**config.mk**
```make
export PLATFORM = sky130hd
export DESIGN_NAME = utf8_decode_glyph_select_top
export DESIGN_NICKNAME = d
export VERILOG_FILES = /design/src/hw/rtl/utf8dg_pkg.sv /design/src/hw/rtl/utf8_decode_glyph_select_top.sv /design/src/hw/rtl/utf8dg_front.sv /design/src/hw/rtl/utf8dg_queue.sv /design/src/hw/rtl/utf8dg_back.sv
export VERILOG_INCLUDE_DIRS = /design/src /design/src/hw/rtl
export SDC_FILE = /design/constraint.sdc
export NUM_CORES = 1
export LEC_CHECK = 0
export BUFFER_PORTS_ARGS = -buffer_cell sky130_fd_sc_hd__buf_2
export CAP_MARGIN = 20
export CORE_MARGIN = 2
export CORE_UTILIZATION = 60
export CTS_CLUSTER_SIZE = 16
export DETAILED_ROUTE_END_ITERATION = 6
export PLACE_DENSITY = 0.79
export RECOVER_POWER = 50
export SKIP_LAST_GASP = 1
export SLEW_MARGIN = 20
export SYNTH_ARGS = -nofsm -noshare
export SYNTH_HDL_FRONTEND = slang
export SYNTH_HIERARCHICAL = 1
export SYNTH_SLANG_ARGS = --single-unit
```
**constraint.sdc**
```tcl
create_clock -name clk -period 4.7 [get_ports clk]
set_input_delay 0.47 -clock clk [delete_from_list [all_inputs] [get_ports clk]]
set_output_delay 0.47 -clock clk [all_outputs]
set_load 0.005 [all_outputs]
```
**src/hw/rtl/utf8_decode_glyph_select_top_assert.svh**
```systemverilog
// Assertion macros for the UTF-8 decoder with glyph selection.
// Each macro expects signals named clk and arst_n in the scope where it is used.
`ifndef UTF8_DECODE_GLYPH_SELECT_TOP_ASSERT_SVH
`define UTF8_DECODE_GLYPH_SELECT_TOP_ASSERT_SVH

`ifndef NO_ASSERTIONS
`define U8_ASSERT_IMPLY(label, ante, cons) \
	label: assert property (@(posedge clk) disable iff (!arst_n) (ante) |-> (cons)) \
		else $error("implication check failed");
`define U8_ASSERT_NEVER(label, cond) \
	label: assert property (@(posedge clk) disable iff (!arst_n) !(cond)) \
		else $error("forbidden condition seen");
`else
`define U8_ASSERT_IMPLY(label, ante, cons)
`define U8_ASSERT_NEVER(label, cond)
`endif

`endif

```
**src/hw/rtl/utf8dg_pkg.sv**
```systemverilog
`default_nettype none
package utf8dg_pkg;

	localparam int unsigned CP_W = 21;

	localparam logic [CP_W-1:0] REPLACEMENT = 21'h00FFFD;
	localparam logic [CP_W-1:0] EXT_LOW     = 21'h0000A0;
	localparam logic [CP_W-1:0] EXT_HIGH    = 21'h0000FF;
	localparam logic [CP_W-1:0] ASCII_END   = 21'h000080;
	localparam logic [6:0]      QUESTION    = 7'h3F;

	typedef struct packed {
		logic [1:0]      n_repl;
		logic            has_tail;
		logic [CP_W-1:0] tail_cp;
	} job_t;

	typedef struct packed {
		logic empty;
		logic full;
	} q_stat_t;

	typedef struct packed {
		logic       tbl;
		logic [6:0] idx;
	} glyph_t;

	function automatic glyph_t glyph_of(logic [CP_W-1:0] cp);
		glyph_t     g;
		logic [7:0] off;
		g.tbl = 1'b0;
		g.idx = QUESTION;
		off = cp[7:0] - EXT_LOW[7:0];
		if (cp < ASCII_END) begin
			g.idx = cp[6:0];
		end else if (cp >= EXT_LOW && cp <= EXT_HIGH) begin
			g.tbl = 1'b1;
			g.idx = off[6:0];
		end
		return g;
	endfunction

endpackage
`default_nettype wire

```
**src/hw/rtl/utf8_decode_glyph_select_top.sv**
```systemverilog
// A result word passes through the job queue and the output register after its byte is accepted.
// One byte is accepted per cycle while the queue is not full; its words then leave one by one.
// The job queue between decoder and word expander sets how long the input runs on during replays.
// Reset is asynchronous and active low; it clears the decode state, the queue and the output.
`default_nettype none
`include "utf8_decode_glyph_select_top_assert.svh"
module utf8_decode_glyph_select_top #(
	parameter int unsigned QUEUE_DEPTH = 4
) (
	input  wire logic        clk,
	input  wire logic        arst_n,
	input  wire logic        push,
	output logic             full,
	input  wire logic [7:0]  in_byte,
	output logic             empty,
	input  wire logic        pop,
	output logic [20:0]      code_point,
	output logic             glyph_table,
	output logic [6:0]       glyph_index,
	output logic             last
);

	utf8dg_pkg::job_t    front_job;
	logic                front_job_valid;
	utf8dg_pkg::job_t    head_job;
	utf8dg_pkg::q_stat_t q_stat;
	logic                head_done;
	logic                accept;

	assign full   = q_stat.full;
	assign accept = push && !q_stat.full;

	utf8dg_front u_front (
		.clk       (clk),
		.arst_n    (arst_n),
		.accept    (accept),
		.in_byte   (in_byte),
		.job       (front_job),
		.job_valid (front_job_valid)
	);

	utf8dg_queue #(
		.DEPTH (QUEUE_DEPTH)
	) u_queue (
		.clk    (clk),
		.arst_n (arst_n),
		.wr_en  (front_job_valid),
		.wr_job (front_job),
		.rd_en  (head_done),
		.rd_job (head_job),
		.stat   (q_stat)
	);

	utf8dg_back u_back (
		.clk         (clk),
		.arst_n      (arst_n),
		.head_job    (head_job),
		.head_valid  (!q_stat.empty),
		.head_done   (head_done),
		.pop         (pop),
		.empty       (empty),
		.code_point  (code_point),
		.glyph_table (glyph_table),
		.glyph_index (glyph_index),
		.last        (last)
	);

	`U8_ASSERT_IMPLY(a_not_last_is_repl, !empty && !last, code_point == 21'h00FFFD)
	`U8_ASSERT_IMPLY(a_ext_range, !empty && glyph_table, code_point >= 21'hA0 && code_point <= 21'hFF)
	`U8_ASSERT_IMPLY(a_wide_is_question, !empty && code_point > 21'hFF, !glyph_table && glyph_index == 7'h3F)
	`U8_ASSERT_NEVER(a_done_without_head, head_done && q_stat.empty)

endmodule
`default_nettype wire

```
**src/hw/rtl/utf8dg_front.sv**
```systemverilog
`default_nettype none
module utf8dg_front (
	input  wire logic             clk,
	input  wire logic             arst_n,
	input  wire logic             accept,
	input  wire logic [7:0]       in_byte,
	output utf8dg_pkg::job_t      job,
	output logic                  job_valid
);

	logic [1:0]                  need_q;
	logic [1:0]                  taken_q;
	logic [utf8dg_pkg::CP_W-1:0] pp_q;

	logic [1:0]                  need_d;
	logic [1:0]                  taken_d;
	logic [utf8dg_pkg::CP_W-1:0] pp_d;
	logic [1:0]                  taken_inc;
	logic [utf8dg_pkg::CP_W-1:0] pp_shift;
	logic                        is_cont;

	assign is_cont   = (in_byte[7:6] == 2'b10);
	assign taken_inc = taken_q + 2'd1;
	assign pp_shift  = {pp_q[utf8dg_pkg::CP_W-7:0], in_byte[5:0]};

	always_comb begin
		need_d       = need_q;
		taken_d      = taken_q;
		pp_d         = pp_q;
		job.n_repl   = 2'd0;
		job.has_tail = 1'b0;
		job.tail_cp  = utf8dg_pkg::REPLACEMENT;
		if (need_q != 2'd0 && is_cont) begin
			if (taken_inc == need_q) begin
				job.has_tail = 1'b1;
				job.tail_cp  = pp_shift;
				need_d       = 2'd0;
				taken_d      = 2'd0;
				pp_d         = '0;
			end else begin
				taken_d = taken_inc;
				pp_d    = pp_shift;
			end
		end else begin
			if (need_q != 2'd0) begin
				job.n_repl = taken_q + 2'd1;
			end
			need_d  = 2'd0;
			taken_d = 2'd0;
			pp_d    = '0;
			if (in_byte == 8'h00) begin
				job.has_tail = 1'b0;
			end else if (in_byte[7] == 1'b0) begin
				job.has_tail = 1'b1;
				job.tail_cp  = {13'd0, in_byte};
			end else if (in_byte[7:5] == 3'b110) begin
				need_d = 2'd1;
				pp_d   = {16'd0, in_byte[4:0]};
			end else if (in_byte[7:4] == 4'b1110) begin
				need_d = 2'd2;
				pp_d   = {17'd0, in_byte[3:0]};
			end else if (in_byte[7:3] == 5'b11110) begin
				need_d = 2'd3;
				pp_d   = {18'd0, in_byte[2:0]};
			end else begin
				job.has_tail = 1'b1;
			end
		end
	end

	assign job_valid = accept && (job.n_repl != 2'd0 || job.has_tail);

	always_ff @(posedge clk or negedge arst_n) begin
		if (!arst_n) begin
			need_q  <= 2'd0;
			taken_q <= 2'd0;
			pp_q    <= '0;
		end else if (accept) begin
			need_q  <= need_d;
			taken_q <= taken_d;
			pp_q    <= pp_d;
		end
	end

endmodule
`default_nettype wire

```
**src/hw/rtl/utf8dg_queue.sv**
```systemverilog
`default_nettype none
module utf8dg_queue #(
	parameter int unsigned DEPTH = 4
) (
	input  wire logic              clk,
	input  wire logic              arst_n,
	input  wire logic              wr_en,
	input  wire utf8dg_pkg::job_t  wr_job,
	input  wire logic              rd_en,
	output utf8dg_pkg::job_t       rd_job,
	output utf8dg_pkg::q_stat_t    stat
);

	localparam int unsigned AW = (DEPTH > 1) ? $clog2(DEPTH) : 1;
	localparam int unsigned CW = $clog2(DEPTH + 1);

	utf8dg_pkg::job_t mem [DEPTH];
	logic [AW-1:0]    wr_ptr_q;
	logic [AW-1:0]    rd_ptr_q;
	logic [CW-1:0]    cnt_q;
	logic             do_wr;
	logic             do_rd;

	assign stat.empty = (cnt_q == '0);
	assign stat.full  = (cnt_q == CW'(DEPTH));
	assign do_wr      = wr_en && !stat.full;
	assign do_rd      = rd_en && !stat.empty;
	assign rd_job     = mem[rd_ptr_q];

	always_ff @(posedge clk) begin
		if (do_wr) begin
			mem[wr_ptr_q] <= wr_job;
		end
	end

	always_ff @(posedge clk or negedge arst_n) begin
		if (!arst_n) begin
			wr_ptr_q <= '0;
			rd_ptr_q <= '0;
			cnt_q    <= '0;
		end else begin
			if (do_wr) begin
				wr_ptr_q <= (wr_ptr_q == AW'(DEPTH - 1)) ? '0 : wr_ptr_q + AW'(1);
			end
			if (do_rd) begin
				rd_ptr_q <= (rd_ptr_q == AW'(DEPTH - 1)) ? '0 : rd_ptr_q + AW'(1);
			end
			if (do_wr && !do_rd) begin
				cnt_q <= cnt_q + CW'(1);
			end else if (do_rd && !do_wr) begin
				cnt_q <= cnt_q - CW'(1);
			end
		end
	end

endmodule
`default_nettype wire

```
**src/hw/rtl/utf8dg_back.sv**
```systemverilog
`default_nettype none
module utf8dg_back (
	input  wire logic                        clk,
	input  wire logic                        arst_n,
	input  wire utf8dg_pkg::job_t            head_job,
	input  wire logic                        head_valid,
	output logic                             head_done,
	input  wire logic                        pop,
	output logic                             empty,
	output logic [utf8dg_pkg::CP_W-1:0]      code_point,
	output logic                             glyph_table,
	output logic [6:0]                       glyph_index,
	output logic                             last
);

	logic                        out_valid_q;
	logic [utf8dg_pkg::CP_W-1:0] cp_q;
	utf8dg_pkg::glyph_t          glyph_q;
	logic                        last_q;
	logic [1:0]                  sub_q;

	logic                        issue;
	logic                        is_repl;
	logic                        is_final;
	logic [utf8dg_pkg::CP_W-1:0] word_cp;

	assign issue    = head_valid && (!out_valid_q || pop);
	assign is_repl  = (sub_q < head_job.n_repl);
	assign is_final = ({1'b0, sub_q} + 3'd1) ==
		({1'b0, head_job.n_repl} + {2'd0, head_job.has_tail});
	assign word_cp  = is_repl ? utf8dg_pkg::REPLACEMENT : head_job.tail_cp;
	assign head_done = issue && is_final;

	always_ff @(posedge clk) begin
		if (issue) begin
			cp_q    <= word_cp;
			glyph_q <= utf8dg_pkg::glyph_of(word_cp);
			last_q  <= is_final;
		end
	end

	always_ff @(posedge clk or negedge arst_n) begin
		if (!arst_n) begin
			out_valid_q <= 1'b0;
			sub_q       <= 2'd0;
		end else begin
			if (issue) begin
				out_valid_q <= 1'b1;
			end else if (pop) begin
				out_valid_q <= 1'b0;
			end
			if (issue) begin
				sub_q <= is_final ? 2'd0 : sub_q + 2'd1;
			end
		end
	end

	assign empty       = !out_valid_q;
	assign code_point  = cp_q;
	assign glyph_table = glyph_q.tbl;
	assign glyph_index = glyph_q.idx;
	assign last        = last_q;

endmodule
`default_nettype wire
```
==> impl_results.md, run 1 <==
- Clock Tree Root: clkbuf_8
- Reg2Reg Depth: 11
- Failing checks: max-capacitance violations, max-slew violations
- Worst endpoint data arrival time: around 4.2 ns
- First-pass GRT wire length: between 20000 and 25000 µm
- Sequential area share after synthesis: 0.6749
- Initial Utilization: 0.6163
- Total of max-cap violations: 2
- Worst min path class: input pin to flop
- Post-CTS Setup Bufs: 0
- FF-to-FF setup slack: ~0.92 ns
- Crit path max fanout: 13
- Ranking of synthesized cells by area: edfxtp_1 (57%), dfrtp_1 (11%), mux4_2 (8.1%), ha_1 (2.1%), nand2b_1 (1.7%)
- Share of cells above drive strength 1: 0.2012
- Hold path depth: 3
- Final TNS setup: 0 ns
- Yosys top cell by area: edfxtp_1
- Main flop type after synthesis: edfxtp_1
- Initial antenna violation count: 0
- DRC: 0
- Worst Setup SP: u_queue/rd_ptr_q[0]
- Power per cell area: about 650 mW/mm²
- Initial drt markers: between 300 and 400
- CORE AREA: 0.01084 mm²
- Cts hold-fix bufs: 1
- Vias in the first global route: 3808
- PortBufs: between 40 and 50
- RSZ-0062 raised after global routing: no
- GPL Wtd Cong: approximately 0.9
- Min Tclk post-route: 3.775 ns
- Critical Path End: u_queue/cnt_q[1]
- Synthesized flop and latch total: about 160
- Synth cell types: 65
- Synth Net Count: approximately 450
- Worst r2r dst: u_queue/cnt_q[1]
- Post-synth top area share: 0.5663
- Fmax: roughly 260 MHz
- Async set-reset flop share out of synthesis: 0.1871
- Slew @ Worst Pin: around 1.7 ns
- Fin. max-slew vios: 62
- Worst Path Class, Setup: flop to flop
- Pin count of the biggest net entering global routing: 38
- Fill cells: about 700
- Die footprint: 0.01200 mm²
- Post-Syn Area: ~0.0067 mm²
- Clock Sinks: 155
- Critical Path Source Type: flop
- Post-CTS resize count: 0
- Clock Tree Buf Depth: 2
- # rows: 38
- Post-synth EDFFs: ~130
- Finished Cell Area: ~0.0076 mm²
- Routed wire length: around 13000 µm
- R2r startpoint: u_queue/rd_ptr_q[0]
- Vias/cell: between 6 and 7
- Yosys warns: 6
- Final worst path period share: 0.8032
- Post-route ant nets: 0
- Setup violators final: 0
- Syn Inst Count: between 400 and 500
- I/O pins: between 40 and 50
- DR WL/cell: 20.69 µm
- Max IR drop VDD: between 0.0002 and 0.0003 V
- Total GRT Usage: 0.2416
- Static leakage: between 0.002 and 0.003 µW
- Via count: 3858
- Placed inst area: between 0.007 and 0.008 mm²
- CTS H-tree depth: 4
- Syn avg cell area: ~16 µm²
- Final Hold Viols: 0
- Detailed placement HPWL: 7819 µm
- CP Data Required Time: 5.10 ns
- Hold slack: ~0.22 ns
- Antenna diodes: 0
- Syn-to-layout area delta: 14.04%
- Layout Nets: ~500
- Die H: 109.5 µm
- Num CTS Buffers: 17
- Iteration count of the initial detailed-routing pass: 5
- Slew headroom: -0.1055
- Chip Width: roughly 110 µm
- Clock slew at the register clock pins of the worst setup and hold paths: about 0.060 ns
- CTS tree: built
- Worst skew pair latency: between 0.5 and 0.6 ns
- Clock skew: ~0.0051 ns
- Worst setup EP type: flop
- Total grt overflow: 0
- Outcome: complete, but fails checks
-- how the worst min path moves through the flow --
stage / from / to / slack, ns
after CTS: in_byte[1] / u_front/pp_q[1] / 0.19
after detailed placement: u_back/out_valid_q / u_back/out_valid_q / 0.51
after floorplan: arst_n / u_back/out_valid_q / 0.17
final: in_byte[1] / u_front/pp_q[1] / 0.22
after global routing: in_byte[1] / u_front/pp_q[1] / 0.20
after global placement: u_back/out_valid_q / u_back/out_valid_q / 0.50
-- flip-flops by register name, indices dropped and copies added (netlist names) --
signal / cells
u_front/pp_q: 15
u_back/code_point: 21
u_back/glyph_index: 7
u_front/need_q: 2
u_back/out_valid_q: 1
u_back/glyph_table: 1
u_queue/wr_ptr_q: 2
u_queue/cnt_q: 3
u_queue/mem: 96
u_front/taken_q: 2
u_back/last: 1
u_queue/rd_ptr_q: 2
u_back/sub_q: 2
-- cell type report --
| class | count | area, µm² | area share |
|---|---|---|---|
| Clock buffer | 18 | 417.9 | 0.05484 |
| Multi-Input combinational cell | 230 | 1951 | 0.2560 |
| Tap cell | 140 | 175.2 | 0.02299 |
| Inverter | 22 | 82.58 | 0.01084 |
| Timing Repair Buffer | 53 | 259.0 | 0.03399 |
| Sequential cell | 155 | 4509 | 0.5918 |
| Clock inverter | 14 | 225.2 | 0.02956 |
-- cell usage after synthesis (7+ instances only) --
library cell and number:
nor2b_1 7, edfxtp_1 126, inv_1 22, nand4_1 8
o21ai_0 11, nor2_1 18, nor3_1 8, and2_1 15
o21ai_1 9, mux4_2 24, buf_2 8, dfrtp_1 29
nand2b_1 18, nand2_1 16, ha_1 11
-- worst max-delay path, stage by stage, from the launching register on --
cell	delay (ns)
dfrtp_1	0.75
mux4_2	0.62
ha_1	0.22
ha_1	0.30
xor2_1	0.18
nor3_2	0.27
and2_1	0.19
o31ai_2	0.11
ha_1	0.23
inv_1	0.08
fa_1	0.41
mux2_2	0.28
-- placed cells by master (no fill, tap or decap), drive strengths merged, types with 2 or more instances in the layout --
master	instances
and2	16
dfrtp	29
nand3b	5
clkbuf	43
ha	11
o21a	2
a21o	6
nand2	16
clkinv	5
mux2	4
nor2	19
edfxtp	126
nor3b	2
nand4	8
a31o	4
xnor2	3
xor2	5
inv	22
a211oi	2
nand3	4
a21oi	5
buf	27
nor4	4
o22ai	5
or2	5
clkinvlp	3
mux4	24
nor3	11
nor2b	8
o21ai	21
nand2b	19
a31oi	3
bufinv	6
-- cells by family (layout without fill, tap and decap cells) --
family          count (synthesis)  count (layout)  share of synthesized area
xor+xnor                        8               8                    0.01049
fa+ha+maj                      12              12                    0.02360
flops                         155             155                     0.6749
simple gates                  122             122                     0.1094
compound gates                 59              59                    0.06236
buf+inv                        43             107                    0.02903
mux                            29              29                    0.09026
-- metrics by stage --
step / util / std cells / total power [µW] / setup slack [ns]
6_report: 0.7029 / 632 / 4948 / 0.9248
5_1_grt: 0.7029 / 632 / 5194 / 0.7336
4_1_cts: 0.7086 / 632 / 4995 / 0.8927
3_5_place_dp: 0.6483 / 599 / 3461 / 0.9832
3_3_place_gp: 0.6483 / 599 / 3391 / 1.098
2_1_floorplan: - / 428 / 3068 / 1.304
-- metal layers --
layer  vias to the layer above  GRT usage  share of wire
li1                       1730          -              -
met1                      1915     0.3184           0.41
met2                       176     0.3805           0.50
met3                        37    0.05691          0.067
met4                         0     0.1221          0.028
met5                         -          0              0
-- power by group --
part	internal, µW	switching [µW]	leakage, µW
logic	610	804	0.000900
registers	1880	173	0.00152
clock network	962	520	0.000306
Note: power is estimated with default switching activity, not from simulation.
==> inputs of run 2 (changes only) <==
Settings changed: ABC_AREA set to 1.
Clock period 4.7 ns to 3.85 ns, I/O delays scaled along.
==> impl_results.md, run 2 <==
- Initial antenna violation count: 0
- Synthesized flop and latch total: around 160
- Share of cells above drive strength 1: 0.1623
- Post-synth EDFFs: around 130
- # rows: 40
- Total of max-cap violations: 1
- Total grt overflow: 0
- Final TNS setup: 0 ns
- Post-CTS resize count: 0
- Initial Utilization: 0.6101
- CP max-delay cell: fa_1
- Most frequent cells in the layout: nand2_1 (170), edfxtp_1 (126), inv_1 (124), nor2_1 (34), buf_2 (31)
- Slowest stage delay, CP: roughly 0.41 ns
- CORE AREA: 0.01191 mm²
- Antenna diodes: 0
- Layout Nets: 745
- CTS tree: built
- Worst endpoint data arrival time: between 3 and 4 ns
- Biggest register: u_queue/mem
- Syn-to-layout area delta: 11.83%
- CTS H-tree depth: 4
- Crit path max fanout: 26
- Slew headroom: -0.1045
- Post-CTS Setup Bufs: 0
- Static leakage: around 0.0035 µW
- Setup violators final: 0
- Fmax: between 300 and 400 MHz
- Critical Path Source Type: flop
- Worst setup EP type: flop
- Sequential area share after synthesis: 0.6205
- Die footprint: approximately 0.013 mm²
- GPL Wtd Cong: roughly 0.84
- Syn Inst Count: approximately 670
- Worst Path Class, Setup: flop to flop
- Via count: 4753
- Finished Cell Area: 0.008127 mm²
- Clock Tree Buf Depth: 2
- Worst min path class: input pin to flop
- Most common cell in the netlist: nand2_1
- Yosys top cell by area: edfxtp_1
- Clock skew: between 0.008 and 0.009 ns
- Clock slew at the register clock pins of the worst setup and hold paths: approximately 0.06 ns
- Largest register FFs: 96
- PortBufs: 43
- Top Registers: u_queue/mem x96, u_back/code_point x21, u_front/pp_q x15
- Cts hold-fix bufs: 0
- Commonest cells in the netlist: nand2_1 (162), edfxtp_1 (126), inv_1 (124)
- First-pass GRT wire length: about 23000 µm
- DR WL/cell: 15.59 µm
- Yosys warns: 6
- Async set-reset flop share out of synthesis: 0.1871
- Chip Width: between 100 and 150 µm
- Final worst path period share: 0.7797
- FF-to-FF setup slack: 0.85 ns
- Clock Sinks: around 160
- RSZ-0062 raised after global routing: no
- Fin. max-slew vios: 30
- Routed wire length: 13720 µm
- Failing checks: max-capacitance violations, max-slew violations
- Vias/cell: 5.401
- Pin count of the biggest net entering global routing: between 40 and 50
- Post-Syn Area: 0.007267 mm²
- Clock Tree Root: clkbuf_16
- Iteration count of the initial detailed-routing pass: 5
- Vias in the first global route: between 4000 and 5000
- Num CTS Buffers: 17
- Placed inst area: around 0.0076 mm²
- Commonest non-fill, non-tap cell in the layout: nand2_1
- Worst skew pair latency: ~0.42 ns
- Ranking of synthesized cells by area: edfxtp_1 (52%), dfrtp_1 (10%), nand2_1 (8.4%), inv_1 (6.4%), o211ai_2 (3.3%)
- Outcome: complete, but fails checks
- DRC: 0
- Max IR drop VDD: approximately 0.00037 V
- Initial drt markers: 407
- Die H: approximately 110 µm
- Detailed placement HPWL: around 9000 µm
- Syn avg cell area: 10.78 µm²
- Fill cells: between 800 and 900
- Min Tclk post-route: around 3 ns
- Total GRT Usage: 0.2326
- Power per cell area: 790.8 mW/mm²
- Post-synth top area share: 0.5207
- Synth cell types: 42
- Crit-path cells: buf_4 > o211ai_1 > nand2_1 > ha_1 > ha_1 > xnor2_1 > and3_1 > inv_1 > nor2_1 > nand2_1 > ha_1 > inv_1 > fa_1 > nand2_1 > o21ai_0
- I/O pins: 44
- Pwr Total: around 6400 µW
- Synth Net Count: around 700
- Slew @ Worst Pin: between 1.5 and 2 ns
- CP Data Required Time: slightly above 4 ns
- Post-route ant nets: 0
- Final Hold Viols: 0
- Main flop type after synthesis: edfxtp_1
## run 2: logic make-up (layout without fill, tap and decap cells)
group	after synthesis	after routing	share of synthesized area
AND/OR/NAND/NOR	269	269	0.1720
flip-flops	155	155	0.6205
buffers and inverters	155	214	0.09315
AO/OA/AOI/OAI	79	79	0.08781
adder cells (fa/ha/maj)	12	12	0.02169
XOR/XNOR	4	4	0.004822
## run 2: path summary, 6_finish.rpt
check	end	cells after the start	startpoint
setup / recovery	u_queue/cnt_q[1]	15	u_queue/rd_ptr_q[1]
hold / removal	u_back/out_valid_q	3	pop
setup reg to reg	u_queue/cnt_q[1]	15	u_queue/rd_ptr_q[1]
hold reg to reg	u_queue/cnt_q[2]	2	u_queue/cnt_q[2]
max in group asynchronous	u_queue/rd_ptr_q[0]	1	arst_n
min in group asynchronous	u_front/pp_q[10]	1	arst_n
## run 2: layer usage
metal	track usage	wire [µm]
met1	0.2895	5934
met2	0.4063	6983
met3	0.04659	570
met4	0.08374	235
met5	0	0
## run 2: through the flow
| step | util | hold slack (ns) | setup slack (ns) | instances |
|---|---|---|---|---|
| after detailed placement | 0.6355 | 0.4703 | 0.8422 | 849 |
| final | 0.6822 | 0.2241 | 0.8481 | 880 |
| after floorplan | - | 0.08941 | 0.8844 | 674 |
| after global placement | 0.6355 | 0.4603 | 0.9312 | 849 |
| after global routing | 0.6822 | 0.2273 | 0.5316 | 880 |
| after CTS | 0.6903 | 0.02560 | 0.8475 | 880 |
## run 2: power breakdown
part           total, µW  internal, µW  switching (µW)
registers           2470          2320             151
logic               2120           668            1450
clock network       1840          1210             630
## run 2: worst max-delay path, delay by kind of cell, from the launching register on
kind	cells	cell delay, ns
AO/OA/AOI/OAI	2	0.20
XOR/XNOR	1	0.14
adder cells (fa/ha/maj)	4	1.09
buffers and inverters	3	0.39
flip-flops	1	0.38
AND/OR/NAND/NOR	5	0.67
## run 2: area by class of cell
type / count / area (µm²) / share of cell area
repair buffers: 52 / 267.8 / 0.03295
flip-flops and latches: 155 / 4511 / 0.5550
well taps: 147 / 183.9 / 0.02263
clock buffers: 19 / 432.9 / 0.05327
clock inverters: 12 / 220.2 / 0.02710
multi-input cells: 364 / 2016 / 0.2480
inverters: 131 / 495.5 / 0.06097
==> inputs of run 3 (changes only) <==
Settings changed: ABC_AREA 1 to 0.
Clock period 3.85 ns to 2.8 ns, I/O delays scaled along.
==> impl_results.md, run 3 (synthesis results as in run 1) <==
- CTS tree: built
- Fill cells: about 670
- Hold endpoint: u_front/pp_q[1]
- Most frequent cells in the layout: edfxtp_1 (126), clkbuf_1 (29), dfrtp_1 (28), buf_4 (24), mux4_2 (24)
- Largest register FFs: 96
- Final Hold Viols: 0
- Clock Tree Buf Depth: 2
- R2r startpoint: u_queue/rd_ptr_q[0]
- Chip Width: around 110 µm
- Biggest register: u_queue/mem
- Failing checks: max-capacitance violations, max-slew violations, negative setup slack
- Via count: between 3000 and 4000
- Hold slack: about 0.036 ns
- Placement Setup Slack: -0.2952 ns
- Power per cell area: 1080 mW/mm²
- Slew @ Worst Pin: 1.680 ns
- Initial antenna violation count: 0
- Hold Startpoint: in_byte[1]
- # rows: 38
- Clock Sinks: about 160
- DRC: 0
- Vias/cell: 5.997
- Final worst path period share: 1.067
- CP Data Required Time: between 3 and 4 ns
- Layout Nets: between 500 and 600
- Critical Path Source Type: flop
- Top Registers: u_queue/mem x96, u_back/code_point x21, u_front/pp_q x15
- Worst endpoint data arrival time: roughly 3.4 ns
- Clock slew at the register clock pins of the worst setup and hold paths: roughly 0.060 ns
- Antenna diodes: 0
- Final TNS setup: -0.7767 ns
- Initial Utilization: 0.6163
- Total GRT Usage: 0.2407
- Die H: between 100 and 150 µm
- Post-route ant nets: 0
- Finished Cell Area: around 0.0078 mm²
- Sw Ratio: 0.3144
- Clk pwr share: 0.258
- CTS H-tree depth: 4
- Setup violators final: 8
- I/O pins: 44
- First-pass GRT wire length: around 21000 µm
- Detailed placement HPWL: 8006 µm
- Total grt overflow: 0
- Int Pwr: 5761 µW
- Share of cells above drive strength 1: 0.2564
- FF-to-FF setup slack: -0.19 ns
- Worst r2r dst: u_queue/cnt_q[1]
- Hold path depth: 3
- Die footprint: 0.01200 mm²
- Static leakage: 0.002809 µW
- Num CTS Buffers: 17
- RSZ-0062 raised after global routing: yes
- Pin count of the biggest net entering global routing: 37
- Fmax: approximately 330 MHz
- Outcome: complete, but fails checks
- Iteration count of the initial detailed-routing pass: 5
- Pwr Total: between 8000 and 9000 µW
- Crit path max fanout: 5
- Routed wire length: approximately 13000 µm
- Worst Path Class, Setup: flop to flop
- Reg2Reg Depth: 11
- PortBufs: between 40 and 50
- Worst setup EP type: flop
- Fin. max-slew vios: 30
- Syn-to-layout area delta: 16.40%
- Slew headroom: -0.1201
- Comb power frac: 0.339
- Commonest non-fill, non-tap cell in the layout: edfxtp_1
- Max IR drop VDD: 0.0005925 V
- Worst min path class: input pin to flop
- Placed inst area: ~0.0072 mm²
- CORE AREA: 0.01084 mm²
- Setup ws final: -0.1885 ns
- Switch Pwr: 2642 µW
- Sequential Power Share: 0.403
- Worst skew pair latency: 0.52 ns
- Clock Tree Root: clkbuf_8
- Total of max-cap violations: 1
- GPL Wtd Cong: between 0.8 and 0.9
- Clock skew: between 0.008 and 0.009 ns
- DR WL/cell: 20.33 µm
- Min Tclk post-route: approximately 3 ns
- Vias in the first global route: between 3000 and 4000
- Initial drt markers: between 300 and 400
[run 3: how the worst max path moves through the flow]
| stage | slack (ns) | start | endpoint | cells past startpoint |
|---|---|---|---|---|
| after floorplan | -0.37 | u_queue/rd_ptr_q[0] | u_queue/cnt_q[1] | 13 |
| after global placement | -0.15 | u_queue/rd_ptr_q[0] | u_queue/cnt_q[2] | 13 |
| after detailed placement | -0.30 | u_queue/rd_ptr_q[0] | u_queue/cnt_q[2] | 13 |
| after CTS | -0.18 | u_queue/rd_ptr_q[0] | u_queue/cnt_q[2] | 13 |
| after global routing | -0.29 | u_queue/rd_ptr_q[0] | u_queue/cnt_q[1] | 11 |
| final | -0.19 | u_queue/rd_ptr_q[0] | u_queue/cnt_q[1] | 11 |
[run 3: layer usage]
layer | vias up | part of all wire | wire, µm | GRT usage
met2 | 167 | 0.51 | 6771 | 0.3955
met4 | 0 | 0.016 | 217 | 0.07866
met5 | - | 0 | 0 | 0
met1 | 1958 | 0.40 | 5269 | 0.3102
li1 | 1761 | - | - | -
met3 | 18 | 0.074 | 974 | 0.07232
[run 3: area by class of cell]
type | instances | area [µm²] | share of cell area
Inverter | 22 | 82.58 | 0.01062
Timing Repair Buffer | 72 | 401.6 | 0.05164
Tap cell | 140 | 175.2 | 0.02252
Clock inverter | 4 | 23.77 | 0.003057
Sequential cell | 155 | 4511 | 0.5800
Clock buffer | 28 | 549.3 | 0.07062
Multi-Input combinational cell | 230 | 2034 | 0.2616
[run 3: what timing repair did]
item / CTS / global route
resized for setup: 4 / 6
endpoints found under the setup margin: 8 / 10
buffers inserted: 4 / 1
hold buffers: 1 / 0
endpoints found under the hold margin: 29 / 0
pin swaps: 3 / 1
[run 3: stage by stage]
| stage | utilization | instances |
|---|---|---|
| floorplan | - | 428 |
| global placement | 0.6621 | 613 |
| detailed placement | 0.6621 | 613 |
| CTS | 0.7196 | 650 |
| global route | 0.7175 | 651 |
| finish | 0.7175 | 651 |
[run 3: power by group through the flow]
stage | Clock [µW] | Sequential [µW] | Combinational [µW]
2_1_floorplan | 0 | 3370 | 1940
3_3_place_gp | 0 | 3370 | 2550
3_5_place_dp | 0 | 3410 | 2670
4_1_cts | 2190 | 3380 | 2810
5_1_grt | 2300 | 3440 | 3090
6_report | 2170 | 3390 | 2850
[run 3: worst max-delay path: stages, from the launching register on]
cell	delay, ns
dfrtp_2	0.41
buf_4	0.14
mux4_2	0.55
ha_4	0.27
xor2_2	0.14
nor3_2	0.15
and2_4	0.19
o31ai_4	0.07
ha_2	0.21
inv_2	0.06
fa_2	0.42
mux2_4	0.27
